File: src/rtl/apg_pkg.sv
`default_nettype none

package apg_pkg;

  // Trace shape
  localparam int ARC_POINTS  = 50;
  localparam int LEAD_POINTS = 20;
  localparam int ANGLE_BITS  = 16;

  // Point counter wide enough for any arc or lead length
  localparam int IDX_W = 10;

  // Angle widths
  localparam int SPAN_W = ANGLE_BITS + 1;
  localparam logic [SPAN_W-1:0]     FULL_TURN = SPAN_W'(1) << ANGLE_BITS;
  localparam logic [ANGLE_BITS-1:0] QUARTER   = ANGLE_BITS'(1) << (ANGLE_BITS - 2);

  // Offset divide by constant: numerator is at most span * index
  localparam int NUM_W  = SPAN_W + IDX_W;
  localparam int MUL_W  = NUM_W + 1;
  localparam int PROD_W = 2 * MUL_W;

  // Reciprocals, exact for every numerator below 2^NUM_W
  localparam int ARC_SHIFT  = NUM_W + $clog2(ARC_POINTS);
  localparam int LEAD_SHIFT = NUM_W + $clog2(LEAD_POINTS);
  localparam longint unsigned ARC_RECIP_L =
    ((64'd1 << ARC_SHIFT) + 64'(ARC_POINTS) - 64'd1) / 64'(ARC_POINTS);
  localparam longint unsigned LEAD_RECIP_L =
    ((64'd1 << LEAD_SHIFT) + 64'(LEAD_POINTS) - 64'd1) / 64'(LEAD_POINTS);
  localparam logic [MUL_W-1:0] ARC_RECIP  = MUL_W'(ARC_RECIP_L);
  localparam logic [MUL_W-1:0] LEAD_RECIP = MUL_W'(LEAD_RECIP_L);

  // Trace parts
  localparam logic [1:0] PART_IN  = 2'd0;
  localparam logic [1:0] PART_ARC = 2'd1;
  localparam logic [1:0] PART_OUT = 2'd2;

  // Register map, index = paddr[4:2]
  localparam logic [2:0] REG_CENTER_X    = 3'd0;
  localparam logic [2:0] REG_CENTER_Y    = 3'd1;
  localparam logic [2:0] REG_RADIUS      = 3'd2;
  localparam logic [2:0] REG_START_ANGLE = 3'd3;
  localparam logic [2:0] REG_ARC_SPAN    = 3'd4;
  localparam logic [16:0] ARC_SPAN_RESET = 17'h10000;

  // CORDIC: 32-bit binary angle, Q30 vectors
  localparam int CORDIC_STEPS = 24;
  localparam int ITER_W       = $clog2(CORDIC_STEPS);
  localparam int TRIG_W       = 34;
  localparam int Z_W          = 33;
  localparam logic signed [TRIG_W-1:0] CORDIC_GAIN = TRIG_W'(652032874);
  localparam logic [31:0] ATAN_TAB [CORDIC_STEPS] = '{
    32'h20000000, 32'h12E4051E, 32'h09FB385B, 32'h051111D4,
    32'h028B0D43, 32'h0145D7E1, 32'h00A2F61E, 32'h00517C55,
    32'h0028BE53, 32'h00145F2F, 32'h000A2F98, 32'h000517CC,
    32'h00028BE6, 32'h000145F3, 32'h0000A2FA, 32'h0000517D,
    32'h000028BE, 32'h0000145F, 32'h00000A30, 32'h00000518,
    32'h0000028C, 32'h00000146, 32'h000000A3, 32'h00000051
  };

  // Configuration seen by the datapath
  typedef struct packed {
    logic signed [15:0] center_x;
    logic signed [15:0] center_y;
    logic [14:0]        radius;
    logic [15:0]        start_angle;
    logic [16:0]        arc_span;
  } cfg_t;

endpackage

`default_nettype wire

File: src/rtl/apg_regs.sv
`default_nettype none

module apg_regs (
  input  logic              clk,
  input  logic              rst,
  input  logic              psel,
  input  logic              penable,
  input  logic              pwrite,
  input  logic [4:0]        paddr,
  input  logic [31:0]       pwdata,
  output logic [31:0]       prdata,
  output logic              pready,
  output apg_pkg::cfg_t     cfg
);

  logic [2:0] idx;
  logic       wr;

  assign idx    = paddr[4:2];
  assign wr     = psel && penable && pwrite;
  assign pready = 1'b1;

  // Register writes
  always_ff @(posedge clk) begin
    if (rst) begin
      cfg.center_x    <= '0;
      cfg.center_y    <= '0;
      cfg.radius      <= '0;
      cfg.start_angle <= '0;
      cfg.arc_span    <= apg_pkg::ARC_SPAN_RESET;
    end else if (wr) begin
      case (idx)
        apg_pkg::REG_CENTER_X:    cfg.center_x    <= pwdata[15:0];
        apg_pkg::REG_CENTER_Y:    cfg.center_y    <= pwdata[15:0];
        apg_pkg::REG_RADIUS:      cfg.radius      <= pwdata[14:0];
        apg_pkg::REG_START_ANGLE: cfg.start_angle <= pwdata[15:0];
        apg_pkg::REG_ARC_SPAN:    cfg.arc_span    <= pwdata[16:0];
        default: ;
      endcase
    end
  end

  // Readback
  always_comb begin
    case (idx)
      apg_pkg::REG_CENTER_X:    prdata = {16'd0, cfg.center_x};
      apg_pkg::REG_CENTER_Y:    prdata = {16'd0, cfg.center_y};
      apg_pkg::REG_RADIUS:      prdata = {17'd0, cfg.radius};
      apg_pkg::REG_START_ANGLE: prdata = {16'd0, cfg.start_angle};
      apg_pkg::REG_ARC_SPAN:    prdata = {15'd0, cfg.arc_span};
      default:                  prdata = '0;
    endcase
  end

endmodule

`default_nettype wire

File: config.mk
export PLATFORM = sky130hd
export DESIGN_NAME = apg_regs
export DESIGN_NICKNAME = d
export VERILOG_FILES = /design/src/rtl/apg_pkg.sv /design/src/rtl/apg_regs.sv
export SDC_FILE = /design/constraint.sdc
export NUM_CORES = 1
export LEC_CHECK = 0
export BUFFER_PORTS_ARGS = -buffer_cell sky130_fd_sc_hd__buf_2
export CORE_AREA = 2 2 92 94
export CTS_BUF_LIST = sky130_fd_sc_hd__clkbuf_2 sky130_fd_sc_hd__clkbuf_4 sky130_fd_sc_hd__clkbuf_8
export CTS_CLUSTER_SIZE = 10
export DETAILED_ROUTE_END_ITERATION = 12
export DIE_AREA = 0 0 94 96
export GPL_ROUTABILITY_DRIVEN = 1
export PLACE_DENSITY_LB_ADDON = 0.2
export SYNTH_ARGS = -nofsm -noshare
export SYNTH_HDL_FRONTEND = slang
export SYNTH_SLANG_ARGS = --single-unit
File: constraint.sdc
create_clock -name clk -period 1.3 [get_ports clk]
set_input_delay 0 -clock clk [delete_from_list [all_inputs] [get_ports clk]]
set_output_delay 0 -clock clk [all_outputs]
set_load 0.01 [all_outputs]
==> metrics.txt, run 1 <==
status=finished with violations; failing checks=negative setup slack; Hold Crit Depth=3; drt total wl=10.7 mm; Synth Instances=387; Crit. End Element=output port; CTS Buf Count=9; pre-CTS WS=79.9 ps; achievable frequency=0.743 GHz; H-tree depth=3; P_sw=1130 uW; Max Slew Vio Count=0; post-synth top area cell=dfxtp_1; pin count of the biggest net entering global routing=98; fin crit share=104%; fin worst setup slack=-45.7 ps; sequential area share after synthesis=40.8%; Hold WS=13.0 ps; asr flop ratio synth=0%; clock slew at reported path FFs=80 ps; R2R Path End=cfg[47]; most common cell in the netlist=nand2b_1; initial antenna violation count=0; post-DP HPWL=7.14 mm; Final min period=1350 ps; hold wc startpoint=pwdata[6]; FF-to-FF Start=cfg[47]; PwrDens=942 nW/um^2; most instantiated cells after synthesis=nand2b_1, mux2i_1, dfxtp_1; die width=94 um; Final nets=576; number of synthesized flops with an enable pin=0; Initial DRC Count=115; layout cell share with drive strength beyond 1=45.6%; Yosys warnings=0; biggest regs=cfg: 80 flops; Clock Latency Late Sink=340 ps; worst-path fanout max=2; vias in the first global route=3265; Reg with most FFs=cfg; Vias=3347; die height=96 um; # diodes=0; Initial Util=48.8%; Ports=155; CTS tree=done; unrepaired setup endpoints after global routing=yes; Final Hold Fails=0; ranking of synthesized cells by area=dfxtp_1, mux2i_1, nand2b_1; synth unique cells=28; WHS Endpoint=cfg[39]; Syn Std Cell Area=3930 um^2; Comb pwr share=9.0%; WP data required=1300 ps; reg2reg setup slack=580 ps; crit path kind=flip-flop to output port; number of flip-flops in the largest register=80; die area=9020 um^2; CTS sink cnt=80; DRC viols=0; max-cap violations=0; CP startpoint kind=flip-flop; Crit-path slowest cell=dfxtp_2; clock power share=40.6%; ys flop type=dfxtp_1; row count=33; post-layout util=64.9%; maximum vdd drop=0.519 mV; setup TNS=-204 ps; Mean Syn Cell Area=10.1 um^2; Yosys top cell area share=40.8%; Longest Clk Path Bufs=2; All-Layer GR Usage=23.8%; Finish-stage setup viols=10; Pint=3790 uW; Overflow after GRT=0; Port-buffer cells=121; LEAKAGE=0.00273 uW; worst hold path type=primary input to flip-flop; Synth Register Bits=80; worst reg2reg path depth=3; Pre-Repair DR Iteration Count=4; Antenna Nets Post-Route=0; global-route wire length before repair=16.6 mm; Switching Share=22.9%; CP cell instances=mux2_2 > a22oi_2 > o22ai_1 > buf_2; Core Footprint=8050 um^2; Placer Congestion=0.773; slowest cell delay on critical path=330 ps; wire per inst=16.7 um; DR vias/cell=5.21; Seq pwr share=50.4%; clk root buf=clkbuf_8; Critical Path AT=1350 ps; area grow syn2layout=33.0%; Clock Skew=0 ps
cell families after synthesis:
| family | share of synthesized area [%] |
|---|---|
| muxes | 24.9 |
| DFF | 40.8 |
| and+or+nand+nor | 18.4 |
| AOI/OAI and AO/OA | 8.38 |
| buffers and inverters | 7.36 |
| other | 0.191 |
repair_timing:
action,4_1_cts,5_1_grt
setup buffers,23,0
setup endpoints to repair,16,16
endpoints found under the hold margin,1,0
pin swaps,21,7
resized for setup,46,5
hold buffers,1,0
worst max-delay path: cells and delay by family, from the launching register on:
family | cells | cell delay, ps
compound gates | 2 | 240
flops | 1 | 330
mux | 1 | 270
buf+inv | 1 | 160
how the worst max path moves through the flow:
stage / from / end / slack, ps / cells past startpoint
after global placement: paddr[4] / cfg[3] / 110 / 6
after global routing: cfg[25] / prdata[8] / -90 / 4
after floorplan: paddr[3] / cfg[5] / 240 / 5
after detailed placement: paddr[4] / cfg[6] / 80 / 6
final: cfg[30] / prdata[13] / -50 / 4
after CTS: cfg[38] / prdata[5] / -30 / 4
layout by cell type (no fill, tap or decap), types with 6 or more instances in the layout:
cell type	n
o22ai_1	14
a22oi_1	16
dfxtp_1	52
mux2_4	8
nand2b_1	95
conb_1	16
mux2_2	7
buf_2	121
mux2i_1	81
buf_4	41
a22oi_2	12
buf_12	6
dfxtp_2	28
clkbuf_8	10
layer usage:
metal,routed length [um],track usage (%)
met1,4830,30.2
met2,5180,40.8
met4,152,8.94
met5,0,0
met3,567,4.15
through the flow:
stage	power [uW]	std cells	cell area, um^2
4_1_cts	4940	642	5200
6_report	4920	642	5220
3_3_place_gp	2950	604	4690
5_1_grt	5080	642	5220
2_1_floorplan	2820	401	3980
3_5_place_dp	2960	604	4690
final cells by class:
| cell class | instances | area (um^2) |
|---|---|---|
| Fill cell | 699 | 2830 |
| Multi-Input combinational cell | 273 | 2190 |
| Sequential cell | 80 | 1640 |
| Timing Repair Buffer | 169 | 1040 |
| Clock buffer | 11 | 145 |
| Tap cell | 105 | 131 |
| Clock inverter | 3 | 67.6 |
| Inverter | 1 | 3.75 |
power groups by stage:
stage | logic, uW | clock network, uW | registers (uW)
2_1_floorplan | 278 | 0 | 2540
3_3_place_gp | 412 | 0 | 2540
3_5_place_dp | 417 | 0 | 2540
4_1_cts | 440 | 2020 | 2480
5_1_grt | 478 | 2120 | 2480
6_report | 444 | 2000 | 2480
Power figures use the tool's default switching activity.
==> run 2: changes to the inputs <==
--- a/config.mk
+++ b/config.mk
@@ -6,11 +6,13 @@
 export NUM_CORES = 1
 export LEC_CHECK = 0
 export BUFFER_PORTS_ARGS = -buffer_cell sky130_fd_sc_hd__buf_2
-export CORE_AREA = 2 2 92 94
+export CELL_PAD_IN_SITES_DETAIL_PLACEMENT = 1
+export CELL_PAD_IN_SITES_GLOBAL_PLACEMENT = 1
+export CORE_AREA = 2 2 107 109
 export CTS_BUF_LIST = sky130_fd_sc_hd__clkbuf_2 sky130_fd_sc_hd__clkbuf_4 sky130_fd_sc_hd__clkbuf_8
 export CTS_CLUSTER_SIZE = 10
 export DETAILED_ROUTE_END_ITERATION = 12
-export DIE_AREA = 0 0 94 96
+export DIE_AREA = 0 0 109 111
 export GPL_ROUTABILITY_DRIVEN = 1
 export PLACE_DENSITY_LB_ADDON = 0.2
 export SYNTH_ARGS = -nofsm -noshare
==> run 2 against run 1 <==
Compared with the run above:
- the run still ends with negative setup slack left
- non-clock buffer count rose by 6
- final cell count rose by 7.2%
- maximum frequency fell by 1.9%
- register-to-register slack got worse by 110 ps
- global-route usage fell by 2.9 points
- power rose by 6.7%
- cell area rose by 2.4%
- hold slack got worse by 11 ps
- largest power group unchanged
==> metrics.txt, run 2 (synthesis gave the netlist of run 1 again) <==
critical path's top delay family=flip-flops; Hold WS=1.58 ps (-11.4 ps); Worst Path Buf+Inv=1 (unchanged); global-route wire length before repair=19.5 mm (+17%); Setup crit end=prdata[5]; layout cell share with drive strength beyond 1=47.0% (+1.3 points); non-filler cells, final=688 (+7.2%); Critical Path AT=1370 ps (+20 ps); Core Footprint=11100 um^2 (+38%); post-layout util=48.3% (-17 points); DRC viols=0 (unchanged); clock slew at reported path FFs=90 ps (about the same); LEAKAGE=0.00277 uW (+1.8%); PwrDens=981 nW/um^2 (+4.1%); setup TNS=-289 ps (-85.5 ps); post-DP HPWL=8.53 mm (+19%); row count=39 (+18%); Final min period=1370 ps (+25.7 ps); worst reg2reg path depth=4 (+1); max-cap violations=0 (unchanged); unrepaired setup endpoints after global routing=yes; CTS tree=done; Longest Clk Path Bufs=2 (unchanged); CTS sink cnt=80 (unchanged); initial antenna violation count=0 (unchanged); maximum vdd drop=0.502 mV (-3.3%); achievable frequency=0.729 GHz (-1.9%); CP cell instances=mux2_4 > a22oi_2 > o22ai_2 > buf_2; Port-buffer cells=121 (unchanged); die height=111 um (+16%); biggest regs=cfg: 80 flops; wire per inst=18.0 um (+7.9%); CP startpoint kind=flip-flop; # diodes=0 (unchanged); Max Slew Vio Count=0 (unchanged); H-tree depth=3 (unchanged); Fillers=1292 (+85%); Finish-stage setup viols=12 (+2); area grow syn2layout=36.2%; Crit-path slowest cell=dfxtp_2; All-Layer GR Usage=21.0% (-2.9 points); failing checks=negative setup slack; die area=12100 um^2 (+34%); Initial Util=35.5% (-13 points); number of flip-flops in the largest register=80 (unchanged); reg2reg setup slack=470 ps (-110 ps); Final Hold Fails=0 (unchanged); WP depth=4 (unchanged); clk root buf=clkbuf_8; Ports=155 (unchanged); placed insts=646 (+7.0%); Pre-Repair DR Iteration Count=4 (unchanged); drt total wl=12.4 mm (+16%); R2R Path End=cfg[21]; slowest cell delay on critical path=330 ps (about the same); Clock Latency Late Sink=350 ps (about the same); Placer Congestion=0.747 (-3.4%); Crit. Startpoint=cfg[38]; most common cell after layout, fill and taps aside=buf_2; most frequent cells in the layout=buf_2, nand2b_1, mux2i_1, dfxtp_1, buf_4; die width=109 um (+16%); Initial DRC Count=108 (-6.1%); FF-to-FF Start=cfg[21]; Pwr Total=5250 uW (+6.7%); Clock Skew=0 ps (unchanged); Reg with most FFs=cfg; worst-path fanout max=2 (unchanged); worst hold path type=primary input to flip-flop; crit path kind=flip-flop to output port; CTS Buf Count=9 (unchanged); DR vias/cell=4.91 (-5.8%); Antenna Nets Post-Route=0 (unchanged); fin crit share=105% (+2.0 points); status=finished with violations; fin worst setup slack=-71.4 ps (-25.7 ps); Overflow after GRT=0 (unchanged); Crit. End Element=output port; WP data required=1300 ps (about the same); vias in the first global route=3511 (+7.5%); pin count of the biggest net entering global routing=44 (-55%); Final nets=582 (+1.0%); Vias=3378 (+0.93%)
[run 2: cell types whose count changed in the layout (fill, tap and decap cells not counted), sizes merged]
cell         delta
clkinvlp        -1
buf             +5
clkinv          +2
dlygate4sd3     +1
bufinv          +1
[run 2: worst min path at each step]
stage                     slack, ps  cells past startpoint       to  startpoint
final                             2                      3  cfg[24]   pwdata[7]
after global routing             20                      3  cfg[12]  pwdata[12]
after CTS                         2                      3  cfg[28]  pwdata[11]
after detailed placement        280                      3  cfg[16]  pwdata[16]
after global placement          260                      3  cfg[16]  pwdata[16]
after floorplan                 170                      2  cfg[16]  pwdata[16]
[run 2: cell type report]
type                       instances  area [um^2]  share of cell area [%]
tap                              143          179                    3.35
inverter                           1         3.75                  0.0702
clock buffer                      11          145                    2.71
sequential                        80         1640                    30.7
timing repair buffer             175         1080                    20.2
clock inverter                     5          104                    1.94
multi-input combinational        273         2200                    41.1
[run 2: tightest hold or removal path: stages]
cell and delay (ps):
buf_2 80, nand2b_1 110, mux2i_1 130
[run 2: repair_timing]
| item | 4_1_cts | 5_1_grt |
|---|---|---|
| setup buffers | 22 | 2 |
| pin swaps | 22 | 3 |
| hold buffers | 2 | 0 |
| cloned | 0 | 0 |
| endpoints found under the hold margin | 2 | 0 |
| setup endpoints to repair | 16 | 16 |
| resized for setup | 41 | 13 |
[run 2: stage by stage]
step                instance area, um^2  setup slack (ps)
floorplan                          3980               238
global placement                   4760               142
detailed placement                 4760              37.5
CTS                                5280             -68.0
global route                       5350              -136
finish                             5350             -71.4
[run 2: power by group]
part / internal (uW) / total [uW] / switching (uW)
logic: 204 / 472 / 268
clock network: 1350 / 2300 / 945
registers: 2470 / 2480 / 14.1
total: 4020 / 5250 / 1230
[run 2: layer usage]
layer	global-route usage (%)	part of all wire (%)	up-vias
met3	5.35	5.1	7
met4	4.62	0.77	0
met2	35.1	49	101
met1	26.8	45	1654
met5	0	0	-
li1	-	-	1616
